===== config.mk =====
export PLATFORM = sky130hd
export DESIGN_NAME = tcp_congestion_window_control_flat
export DESIGN_NICKNAME = d
export VERILOG_FILES = /design/src/tcw_pkg.sv /design/src/tcw_in_if.sv /design/src/tcw_out_if.sv /design/src/tcp_congestion_window_control.sv /design/src/tcw_queue.sv /design/src/tcw_front.sv /design/src/tcw_recip.sv /design/src/tcw_back.sv /design/src/flat_wrapper.sv
export SDC_FILE = /design/constraint.sdc
export NUM_CORES = 1
export LEC_CHECK = 0
export ABC_AREA = 1
export BUFFER_PORTS_ARGS = -buffer_cell sky130_fd_sc_hd__buf_2
export CORE_MARGIN = 3
export CORE_UTILIZATION = 40
export CTS_CLUSTER_SIZE = 12
export DETAILED_ROUTE_END_ITERATION = 8
export SYNTH_ARGS = -nofsm -noshare
export SYNTH_HDL_FRONTEND = slang
export SYNTH_SLANG_ARGS = --single-unit

===== constraint.sdc =====
create_clock -name clk -period 10.8 [get_ports clk]
set_input_delay 1.08 -clock clk [delete_from_list [all_inputs] [get_ports clk]]
set_output_delay 1.08 -clock clk [all_outputs]
set_load 0.01 [all_outputs]

===== src/tcw_pkg.sv =====
package tcw_pkg;

  // Event kinds on the input channel
  localparam logic [1:0] KIND_ACK     = 2'd0;
  localparam logic [1:0] KIND_TIMEOUT = 2'd1;
  localparam logic [1:0] KIND_SEND    = 2'd2;

  // ACK classes reported with each result
  localparam logic [1:0] CLASS_NEW  = 2'd0;
  localparam logic [1:0] CLASS_DUP  = 2'd1;
  localparam logic [1:0] CLASS_NONE = 2'd2;

  // Configuration register indexes
  localparam int CFG_INDEX_W = 1;
  localparam logic [CFG_INDEX_W-1:0] CFG_INIT_THRESHOLD = 1'd0;
  localparam logic [CFG_INDEX_W-1:0] CFG_DUP_ACK_LIMIT  = 1'd1;
  localparam int CFG_DATA_W = 16;

  // Reset values and fixed limits
  localparam logic [15:0] THR_RESET       = 16'd64;
  localparam logic [15:0] THR_MIN         = 16'd2;
  localparam logic [15:0] THR_MAX         = 16'hFFFF;
  localparam logic [16:0] FR_INFLATE      = 17'd3;
  localparam logic [3:0]  DUP_LIMIT_RESET = 4'd3;
  localparam logic [7:0]  DUP_MAX         = 8'd255;
  localparam logic [14:0] PEER_WIN_RESET  = 15'd1;

  // Queue between classifier and executor
  localparam int QUEUE_DEPTH = 2;
  localparam int QUEUE_PTR_W = $clog2(QUEUE_DEPTH);
  localparam int QUEUE_CNT_W = $clog2(QUEUE_DEPTH + 1);

  typedef enum logic [1:0] {
    PH_SLOW_START = 2'd0,
    PH_AVOIDANCE  = 2'd1,
    PH_RECOVERY   = 2'd2
  } phase_t;

  typedef enum logic [2:0] {
    OP_NEW,
    OP_DUP,
    OP_TIMEOUT,
    OP_SEND,
    OP_NONE
  } op_t;

  typedef enum logic [1:0] {
    BS_IDLE,
    BS_EXEC,
    BS_DIV
  } back_state_t;

  typedef struct packed {
    logic [1:0]  kind;
    logic        ack_flag;
    logic [31:0] ack_number;
    logic [14:0] peer_window;
  } in_item_t;

  typedef struct packed {
    logic [14:0] send_window;
    logic [31:0] congestion_window;
    logic [15:0] threshold;
    logic [1:0]  phase;
    logic [1:0]  ack_class;
  } out_item_t;

  // One classified event waiting for the executor
  typedef struct packed {
    op_t         op;
    logic [14:0] peer_window;
  } entry_t;

  typedef struct packed {
    logic                   we;
    logic [CFG_INDEX_W-1:0] index;
    logic [CFG_DATA_W-1:0]  data;
  } cfg_write_t;

endpackage


===== src/tcw_in_if.sv =====
interface tcw_in_if;
  import tcw_pkg::*;

  logic     valid;
  logic     ready;
  in_item_t data;

  modport source (output valid, output data, input ready);
  modport sink (input valid, input data, output ready);
endinterface


===== src/tcw_out_if.sv =====
interface tcw_out_if;
  import tcw_pkg::*;

  logic      valid;
  logic      ready;
  out_item_t data;

  modport source (output valid, output data, input ready);
  modport sink (input valid, input data, output ready);
endinterface


===== src/tcp_congestion_window_control.sv =====
// Reno-style congestion window controller.
// events: one word per ACK received, timeout or packet sent (valid/ready).
// results: one word per event with send window, congestion window (Q16.16
//   by default, FRAC_BITS fraction bits), threshold, phase and ACK class.
// cfg: write port, index 0 initial threshold (also loads the threshold),
//   index 1 duplicate ACK limit; write only while no event is in flight.
// An accepted event is written into the queue, popped into the executor
//   once the output register is free, and its result loaded into the output
//   register. A new ACK or a send in congestion avoidance first runs the
//   reciprocal divider, one quotient bit a cycle, before the result is loaded.
// The executor works on one event at a time.
// A two-word queue sits between the classifier and the executor, so events
//   keep being accepted while a result waits; when the receiver stalls the
//   result holds in the output register and the queue fills, then events
//   ready drops. Reset state: window 1.0, threshold 64, slow start.
module tcp_congestion_window_control #(
  parameter int FRAC_BITS = 16
) (
  input  logic                               clk,
  input  logic                               rst,
  input  logic                               cfg_we,
  input  logic [tcw_pkg::CFG_INDEX_W-1:0]    cfg_index,
  input  logic [tcw_pkg::CFG_DATA_W-1:0]     cfg_data,
  tcw_in_if.sink                             events,
  tcw_out_if.source                          results
);
  import tcw_pkg::*;

  cfg_write_t cfg;
  logic       push;
  entry_t     push_entry;
  logic       pop;
  logic       queue_full;
  logic       head_valid;
  entry_t     head;

  assign cfg.we    = cfg_we;
  assign cfg.index = cfg_index;
  assign cfg.data  = cfg_data;

  tcw_front u_front (
    .clk        (clk),
    .rst        (rst),
    .events     (events),
    .queue_full (queue_full),
    .push       (push),
    .push_entry (push_entry)
  );

  tcw_queue u_queue (
    .clk        (clk),
    .rst        (rst),
    .push       (push),
    .push_entry (push_entry),
    .pop        (pop),
    .full       (queue_full),
    .head_valid (head_valid),
    .head       (head)
  );

  tcw_back #(.FRAC_BITS(FRAC_BITS)) u_back (
    .clk        (clk),
    .rst        (rst),
    .cfg        (cfg),
    .head_valid (head_valid),
    .head       (head),
    .pop        (pop),
    .results    (results)
  );
endmodule


===== src/tcw_queue.sv =====
module tcw_queue (
  input  logic            clk,
  input  logic            rst,
  input  logic            push,
  input  tcw_pkg::entry_t push_entry,
  input  logic            pop,
  output logic            full,
  output logic            head_valid,
  output tcw_pkg::entry_t head
);
  import tcw_pkg::*;

  entry_t                 slots [QUEUE_DEPTH];
  logic [QUEUE_PTR_W-1:0] rd_ptr;
  logic [QUEUE_PTR_W-1:0] wr_ptr;
  logic [QUEUE_CNT_W-1:0] count;

  assign full       = (count == QUEUE_CNT_W'(QUEUE_DEPTH));
  assign head_valid = (count != '0);
  assign head       = slots[rd_ptr];

  // storage
  always_ff @(posedge clk) begin
    if (push) begin
      slots[wr_ptr] <= push_entry;
    end
  end

  // pointers and fill count
  always_ff @(posedge clk) begin
    if (rst) begin
      rd_ptr <= '0;
      wr_ptr <= '0;
      count  <= '0;
    end else begin
      if (push) begin
        wr_ptr <= wr_ptr + 1'b1;
      end
      if (pop) begin
        rd_ptr <= rd_ptr + 1'b1;
      end
      unique case ({push, pop})
        2'b10:   count <= count + 1'b1;
        2'b01:   count <= count - 1'b1;
        default: count <= count;
      endcase
    end
  end
endmodule


===== src/tcw_front.sv =====
module tcw_front (
  input  logic            clk,
  input  logic            rst,
  tcw_in_if.sink          events,
  input  logic            queue_full,
  output logic            push,
  output tcw_pkg::entry_t push_entry
);
  import tcw_pkg::*;

  logic [31:0] ack_base;
  logic [14:0] peer_window;
  logic        is_new;
  logic        is_dup;

  assign events.ready = !queue_full;
  assign push         = events.valid && !queue_full;

  // ACK classification against the send base
  assign is_new = (events.data.kind == KIND_ACK) && events.data.ack_flag
                  && (events.data.ack_number > ack_base);
  assign is_dup = (events.data.kind == KIND_ACK) && events.data.ack_flag
                  && (events.data.ack_number == ack_base);

  always_comb begin
    push_entry.peer_window = (is_new || is_dup) ? events.data.peer_window : peer_window;
    priority if (is_new) begin
      push_entry.op = OP_NEW;
    end else if (is_dup) begin
      push_entry.op = OP_DUP;
    end else if (events.data.kind == KIND_TIMEOUT) begin
      push_entry.op = OP_TIMEOUT;
    end else if (events.data.kind == KIND_SEND) begin
      push_entry.op = OP_SEND;
    end else begin
      push_entry.op = OP_NONE;
    end
  end

  // send base and advertised window
  always_ff @(posedge clk) begin
    if (rst) begin
      ack_base    <= '0;
      peer_window <= PEER_WIN_RESET;
    end else if (push) begin
      if (is_new) begin
        ack_base <= events.data.ack_number;
      end
      peer_window <= push_entry.peer_window;
    end
  end
endmodule


===== src/tcw_recip.sv =====
module tcw_recip #(
  parameter int FRAC_BITS = 16
) (
  input  logic               clk,
  input  logic               rst,
  input  logic               start,
  input  logic [31:0]        divisor,
  output logic               done,
  output logic [FRAC_BITS:0] quotient
);
  // 2^(2F) / divisor, one quotient bit a cycle; divisor is at least 2^F
  localparam int STEPS = FRAC_BITS + 1;
  localparam int CNT_W = $clog2(STEPS + 1);

  logic              busy;
  logic [CNT_W-1:0]  cnt;
  logic [31:0]       rem;
  logic [31:0]       dvs;
  logic [32:0]       shifted;
  logic              take;

  assign shifted = {rem, 1'b0};
  assign take    = (shifted >= {1'b0, dvs});

  always_ff @(posedge clk) begin
    if (rst) begin
      busy <= 1'b0;
      done <= 1'b0;
      cnt  <= '0;
    end else begin
      done <= 1'b0;
      if (start) begin
        busy <= 1'b1;
        cnt  <= CNT_W'(STEPS);
      end else if (busy) begin
        cnt <= cnt - 1'b1;
        if (cnt == CNT_W'(1)) begin
          busy <= 1'b0;
          done <= 1'b1;
        end
      end
    end
  end

  // restoring step
  always_ff @(posedge clk) begin
    if (start) begin
      rem      <= 32'd1 << (FRAC_BITS - 1);
      dvs      <= divisor;
      quotient <= '0;
    end else if (busy) begin
      rem      <= take ? 32'(shifted - {1'b0, dvs}) : shifted[31:0];
      quotient <= {quotient[FRAC_BITS-1:0], take};
    end
  end
endmodule


===== src/tcw_back.sv =====
module tcw_back #(
  parameter int FRAC_BITS = 16
) (
  input  logic                clk,
  input  logic                rst,
  input  tcw_pkg::cfg_write_t cfg,
  input  logic                head_valid,
  input  tcw_pkg::entry_t     head,
  output logic                pop,
  tcw_out_if.source           results
);
  import tcw_pkg::*;

  localparam logic [31:0] WIN_ONE = 32'd1 << FRAC_BITS;

  back_state_t          state;
  back_state_t          state_next;
  entry_t               cur;
  phase_t               phase;
  phase_t               phase_next;
  logic [31:0]          window;
  logic [31:0]          window_next;
  logic [15:0]          thr;
  logic [15:0]          thr_next;
  logic [7:0]           dup;
  logic [7:0]           dup_next;
  logic [3:0]           dup_limit;
  logic                 out_valid;
  out_item_t            out_next;
  logic                 out_load;
  logic                 div_start;
  logic                 div_done;
  logic [FRAC_BITS:0]   div_q;

  logic [7:0]           dup_eff;
  logic                 dup_hit;
  logic [31:0]          half_raw;
  logic [15:0]          half;
  logic                 win_ge_thr;
  logic [31:0]          win_plus_one;
  logic [31:0]          win_plus_recip;
  logic [31:0]          win_rule;
  logic [15:0]          thr_rule;
  logic [31:0]          whole;
  logic                 is_new;
  logic                 is_to;

  // saturating integer to window format
  function automatic logic [31:0] to_win(input logic [16:0] n);
    logic [47:0] wide;
    wide = {31'd0, n} << FRAC_BITS;
    to_win = (wide > 48'hFFFF_FFFF) ? 32'hFFFF_FFFF : wide[31:0];
  endfunction

  function automatic logic [31:0] sat_add(input logic [31:0] a, input logic [31:0] b);
    logic [32:0] s;
    s = {1'b0, a} + {1'b0, b};
    sat_add = s[32] ? 32'hFFFF_FFFF : s[31:0];
  endfunction

  tcw_recip #(.FRAC_BITS(FRAC_BITS)) u_recip (
    .clk      (clk),
    .rst      (rst),
    .start    (div_start),
    .divisor  (window),
    .done     (div_done),
    .quotient (div_q)
  );

  // shared terms of the phase rules
  assign is_new   = (cur.op == OP_NEW);
  assign is_to    = (cur.op == OP_TIMEOUT);
  assign dup_eff  = is_new ? 8'd0
                  : (cur.op == OP_DUP && dup != DUP_MAX) ? dup + 8'd1 : dup;
  assign dup_hit  = (dup_eff >= {4'd0, dup_limit});
  assign half_raw = window >> (FRAC_BITS + 1);
  assign half     = (half_raw > 32'd65535) ? THR_MAX : half_raw[15:0];
  assign win_ge_thr     = ({16'd0, window} >= ({32'd0, thr} << FRAC_BITS));
  assign win_plus_one   = sat_add(window, WIN_ONE);
  assign win_plus_recip = sat_add(window, 32'(div_q));

  // next state and datapath
  always_comb begin
    state_next  = state;
    pop         = 1'b0;
    div_start   = 1'b0;
    out_load    = 1'b0;
    phase_next  = phase;
    window_next = window;
    thr_next    = thr;
    dup_next    = dup;
    win_rule    = window;
    thr_rule    = thr;
    unique case (state)
      BS_IDLE: begin
        if (head_valid && (!out_valid || results.ready)) begin
          pop        = 1'b1;
          state_next = BS_EXEC;
        end
      end
      BS_EXEC: begin
        dup_next   = dup_eff;
        state_next = BS_IDLE;
        out_load   = 1'b1;
        unique case (cur.op)
          OP_NEW, OP_DUP, OP_TIMEOUT: begin
            unique case (phase)
              PH_SLOW_START: begin
                priority if (win_ge_thr) begin
                  phase_next = PH_AVOIDANCE;
                end else if (dup_hit) begin
                  thr_rule   = half;
                  win_rule   = to_win({1'b0, half} + FR_INFLATE);
                  phase_next = PH_RECOVERY;
                end else if (is_to) begin
                  thr_rule = half;
                  win_rule = to_win({1'b0, half});
                  dup_next = '0;
                end
              end
              PH_AVOIDANCE: begin
                priority if (dup_hit) begin
                  thr_rule   = half;
                  win_rule   = to_win({1'b0, half} + FR_INFLATE);
                  phase_next = PH_RECOVERY;
                end else if (is_new) begin
                  div_start  = 1'b1;
                  out_load   = 1'b0;
                  state_next = BS_DIV;
                end else if (is_to) begin
                  thr_rule   = half;
                  win_rule   = to_win({1'b0, half});
                  dup_next   = '0;
                  phase_next = PH_SLOW_START;
                end
              end
              PH_RECOVERY: begin
                priority if (dup_hit) begin
                  win_rule = win_plus_one;
                end else if (is_new) begin
                  win_rule   = to_win({1'b0, thr});
                  dup_next   = '0;
                  phase_next = PH_AVOIDANCE;
                end else if (is_to) begin
                  thr_rule   = half;
                  win_rule   = to_win({1'b0, half});
                  dup_next   = '0;
                  phase_next = PH_SLOW_START;
                end
              end
              default: ;
            endcase
          end
          OP_SEND: begin
            if (phase == PH_SLOW_START) begin
              win_rule = win_plus_one;
            end else if (phase == PH_AVOIDANCE) begin
              div_start  = 1'b1;
              out_load   = 1'b0;
              state_next = BS_DIV;
            end
          end
          default: ;
        endcase
        // floors on threshold and window
        thr_next    = (thr_rule < THR_MIN) ? THR_MIN : thr_rule;
        window_next = (win_rule < WIN_ONE) ? WIN_ONE : win_rule;
      end
      BS_DIV: begin
        if (div_done) begin
          window_next = win_plus_recip;
          out_load    = 1'b1;
          state_next  = BS_IDLE;
        end
      end
      default: state_next = BS_IDLE;
    endcase
  end

  // result word
  assign whole = window_next >> FRAC_BITS;
  always_comb begin
    out_next.send_window       = (whole < {17'd0, cur.peer_window}) ? whole[14:0]
                                                                      : cur.peer_window;
    out_next.congestion_window = window_next;
    out_next.threshold         = thr_next;
    out_next.phase             = phase_next;
    unique case (cur.op)
      OP_NEW:  out_next.ack_class = CLASS_NEW;
      OP_DUP:  out_next.ack_class = CLASS_DUP;
      default: out_next.ack_class = CLASS_NONE;
    endcase
  end

  always_ff @(posedge clk) begin
    if (rst) begin
      state <= BS_IDLE;
    end else begin
      state <= state_next;
    end
  end

  // congestion state and configuration
  always_ff @(posedge clk) begin
    if (rst) begin
      phase     <= PH_SLOW_START;
      window    <= WIN_ONE;
      thr       <= THR_RESET;
      dup       <= '0;
      dup_limit <= DUP_LIMIT_RESET;
    end else begin
      phase  <= phase_next;
      window <= window_next;
      dup    <= dup_next;
      if (cfg.we && cfg.index == CFG_INIT_THRESHOLD) begin
        thr <= (cfg.data < THR_MIN) ? THR_MIN : cfg.data;
      end else begin
        thr <= thr_next;
      end
      if (cfg.we && cfg.index == CFG_DUP_ACK_LIMIT) begin
        dup_limit <= cfg.data[3:0];
      end
    end
  end

  always_ff @(posedge clk) begin
    if (pop) begin
      cur <= head;
    end
  end

  // output register
  always_ff @(posedge clk) begin
    if (rst) begin
      out_valid <= 1'b0;
    end else if (out_load) begin
      out_valid <= 1'b1;
    end else if (results.ready) begin
      out_valid <= 1'b0;
    end
  end

  always_ff @(posedge clk) begin
    if (out_load) begin
      results.data <= out_next;
    end
  end

  assign results.valid = out_valid;
endmodule

===== src/flat_wrapper.sv =====
// flat-port wrapper written by rule: the top's interface ports become plain ports
module tcp_congestion_window_control_flat import tcw_pkg::*;
#(
  parameter int FRAC_BITS = 16
)
  (clk, rst, cfg_we, cfg_index, cfg_data, events_valid, events_data, events_ready, results_valid, results_data, results_ready);
  tcw_in_if events_i ();
  tcw_out_if results_i ();
  input  logic clk;
  input  logic rst;
  input  logic cfg_we;
  input  logic [tcw_pkg::CFG_INDEX_W-1:0] cfg_index;
  input  logic [tcw_pkg::CFG_DATA_W-1:0] cfg_data;
  input wire logic [$bits(events_i.valid)-1:0] events_valid;
  input wire logic [$bits(events_i.data)-1:0] events_data;
  output wire logic [$bits(events_i.ready)-1:0] events_ready;
  output wire logic [$bits(results_i.valid)-1:0] results_valid;
  output wire logic [$bits(results_i.data)-1:0] results_data;
  input wire logic [$bits(results_i.ready)-1:0] results_ready;
  assign events_i.valid = events_valid;
  assign events_i.data = events_data;
  assign events_ready = events_i.ready;
  assign results_valid = results_i.valid;
  assign results_data = results_i.data;
  assign results_i.ready = results_ready;
  tcp_congestion_window_control #(.FRAC_BITS(FRAC_BITS)) u_core (.clk(clk), .rst(rst), .cfg_we(cfg_we), .cfg_index(cfg_index), .cfg_data(cfg_data), .events(events_i), .results(results_i));
endmodule

==> results.yml <==
logic_synthesis:
  yosys_warnings: 0
  ys_ff_latch: 325
  synth_flop_cell: "dfxtp_1"
  syn_inst: 2800
  synth_area_mm2: 0.0208
  ys_async_sr_fraction: 0
  syn-num-nets: 3001
  synth_edf_count: 153
  avgSynthCellArea_um2: 7.43
  synth.distinct_cells: 64
  seq_area_frac_synth: 0.386
placement:
  gp_congestion: 0.954
  port-buffer-count: 140
  hpwl_mm: 47.7
timing:
  timing.final.setup_violations: 0
  worstMarginPinSlew_ns: 1.35
  finClkSkew_ns: 0.00991
  finalCritPeriodShare: 0.686
  slew_viol_final: 0
  fmax_ghz: 0.135
  setup_tns_ns: 0
  slew_headroom: 0.0976
  rsz0062_at_grt: "false"
  min_period_ns: 7.41
  hold_viol_final: 0
routing:
  detail_route.wl_per_cell_um: 18.2
  via_per_inst: 5.43
  firstDrtPassIters: 6
  drc: 0
  wl_mm: 65.4
  drtAntennaViolNets: 0
  drtIter0Drc: 1658
  dr_total_vias: 19500
critical_path:
  rrSetupSlack_ns: 3.39
  r2r_cells: 35
  r2r_start: "u_core.u_back.cur[17]"
  worst-path-buf-inv: 5
  slowest_stage: "nor2_1"
  critPathTopFamily: "simple AND/OR/NAND/NOR gates"
  cp-end-kind: "flop"
  start_kind: "flop"
  cp_slowest_stage_delay_ns: 0.89
  r2r_end: "u_core.u_back.results.data[54]"
  cp_max_fo: 54
  required_ns: 11.11
  crit_top_cell: "nand2_1"
  critical_path_class: "reg -> reg"
  cp_data_arrival_time_ns: 7.71
worst_hold_path:
  holdPathEnd: "u_core.u_front.ack_base[1]"
  hold_path.class: "reg -> reg"
  worstHoldStart: "u_core.u_front.ack_base[1]"
  min_path_cells: 2
floorplan:
  design.core.area_mm2: 0.0508
  die_h_um: 234
  start_util: 0.410
  die_w_um: 234
  die_area_mm2: 0.0548
  num_rows: 82
  io_pins: 141
cells_and_area:
  n_antenna_cell: 0
  final_cell_mix: "671 x nand2_1, 353 x inv_1, 277 x o21ai_0"
  final_common_cell: "nand2_1"
  seqCellArea_mm2: 0.00804
  multi_input_area_mm2: 0.0108
  drive_gt1_frac: 0.0999
  fillers: 5085
  nets: 3085
  areaGrowthSynthToFinish_pct: 11.8
global_route:
  grt_pass1_vias: 18300
  grt_first_pass_wirelength_mm: 102
  track_usage: 0.236
  antenna_found_initial: 1
  gr-total-overflow: 0
  grt_max_degree: 69
clock_network:
  cts-root-buf: "clkbuf_16"
  cts-resized-gates: 0
  cts.reportedPaths.clkPinSlew_ns: 0.06
  clockBufferDepth: 3
  htreeDepth: 2
  cts_setup_buffers: 0
  numCtsBuffers: 38
  clock_sinks: 325
  cts_tree: "done"
  clk_latency_ns: 0.56
  holdBufCountCts: 0
pwr:
  p_leak_uw: 0.0106
  finalPower_uw: 6320
  ir_worst_vdd_mv: 0.128
  cellPowerDensity_mw_per_mm2: 272
flow_run:
  drv_cap: 0
run_status:
  outcome: "completed"
==> flip-flops by register name, summed over array words and instances (netlist names), 4 cells and up <==
name / count
u_core.u_back.results.data: 67
u_core.u_back.dup: 8
u_core.u_queue.slots: 36
u_core.u_back.thr: 16
u_core.u_front.ack_base: 32
u_core.u_back.u_recip.cnt: 5
u_core.u_front.peer_window: 15
u_core.u_back.u_recip.dvs: 32
u_core.u_back.u_recip.rem: 32
u_core.u_back.dup_limit: 4
u_core.u_back.u_recip.quotient: 17
u_core.u_back.cur: 18
u_core.u_back.window: 32
==> cell usage after synthesis, types with 3 or more instances <==
| cell | number | share of area |
|---|---|---|
| nand2_2 | 16 | 0.0048 |
| nand4_1 | 23 | 0.0069 |
| clkbuf_1 | 99 | 0.018 |
| o21ai_1 | 12 | 0.0029 |
| o31ai_1 | 19 | 0.0069 |
| buf_2 | 19 | 0.0046 |
| and2_1 | 17 | 0.0051 |
| inv_1 | 354 | 0.064 |
| a21oi_1 | 226 | 0.054 |
| nor2_2 | 3 | 0.00090 |
| nor4_1 | 7 | 0.0021 |
| xor2_1 | 37 | 0.016 |
| o211ai_1 | 47 | 0.017 |
| inv_2 | 9 | 0.0016 |
| a21o_1 | 5 | 0.0018 |
| ha_1 | 127 | 0.076 |
| xnor2_1 | 30 | 0.013 |
| a221oi_1 | 17 | 0.0072 |
| nor3_1 | 20 | 0.0048 |
| clkinv_1 | 5 | 0.00090 |
| dfxtp_1 | 172 | 0.17 |
| nand2_4 | 6 | 0.0032 |
| nand3_1 | 150 | 0.036 |
| nand2_1 | 671 | 0.12 |
| buf_6 | 5 | 0.0027 |
| buf_1 | 4 | 0.00072 |
| buf_4 | 7 | 0.0025 |
| a211oi_1 | 9 | 0.0032 |
| a22oi_1 | 26 | 0.0094 |
| o21ai_0 | 277 | 0.067 |
| a31oi_1 | 13 | 0.0039 |
| nor2_1 | 151 | 0.027 |
| o21bai_1 | 12 | 0.0043 |
| edfxtp_1 | 153 | 0.22 |
| o2111ai_1 | 11 | 0.0046 |
| o21a_1 | 4 | 0.0014 |
==> where the power goes <==
| group | total (µW) | internal [µW] | switching [µW] |
|---|---|---|---|
| clock | 1250 | 713 | 532 |
| sequential | 1800 | 1620 | 184 |
| combinational | 3270 | 1010 | 2260 |
| total | 6320 | 3340 | 2980 |
==> metal layers <==
layer	vias to the layer above	global-route usage	wire length (µm)
met5	-	0	18
met4	2	0.0784	2150
met3	127	0.0368	4530
met2	730	0.381	29700
met1	9034	0.325	29000
li1	9581	-	-
==> stage by stage <==
step                std cells  hold slack [ns]  utilization  cell area, µm²  setup slack, ns
finish                   3586            0.456        0.458           23200             3.39
global route             3586            0.476        0.458           23200             2.73
CTS                      3586            0.459        0.458           23200             3.44
detailed placement       3516            0.450        0.434           22100             3.45
global placement         3516            0.440        0.434           22100             3.63
floorplan                2800            0.427            -           20800             3.91
==> cell type report <==
class                           count  share of cell area
Multi-Input combinational cell   1969               0.464
Sequential cell                   325               0.346
Timing Repair Buffer              179              0.0427
Tap cell                          672              0.0362
Clock inverter                     19             0.00597
Clock buffer                       51              0.0452
Inverter                          371              0.0603
==> worst reg2reg max path, delay by kind of cell (launching register included) <==
kind                       cells  cell delay (ns)
AOI/OAI and AO/OA              6             0.89
DFF                            1             0.32
and+or+nand+nor               22             3.60
buffers and inverters          5             1.76
adders and majority gates      2             0.61
==> kinds of logic after synthesis <==
| family | synth area share |
|---|---|
| buf+inv | 0.0965 |
| fa+ha+maj | 0.0783 |
| flops | 0.386 |
| mux | 0.000541 |
| simple gates | 0.219 |
| xor+xnor | 0.0282 |
| compound gates | 0.191 |
==> worst max-delay path by stage <==
stage	from	to	slack, ns	cells past startpoint
5_1_grt	u_core.u_back.cur[17]	u_core.u_back.results.data[54]	2.73	36
4_1_cts	u_core.u_back.cur[17]	u_core.u_back.results.data[61]	3.44	36
6_report	u_core.u_back.cur[17]	u_core.u_back.results.data[54]	3.39	35
3_5_place_dp	u_core.u_back.cur[17]	u_core.u_back.results.data[66]	3.45	36
3_3_place_gp	u_core.u_back.cur[17]	u_core.u_back.results.data[54]	3.63	36
2_1_floorplan	u_core.u_back.cur[17]	u_core.u_back.results.data[0]	3.91	25
Note: power is estimated with default switching activity, not from simulation.
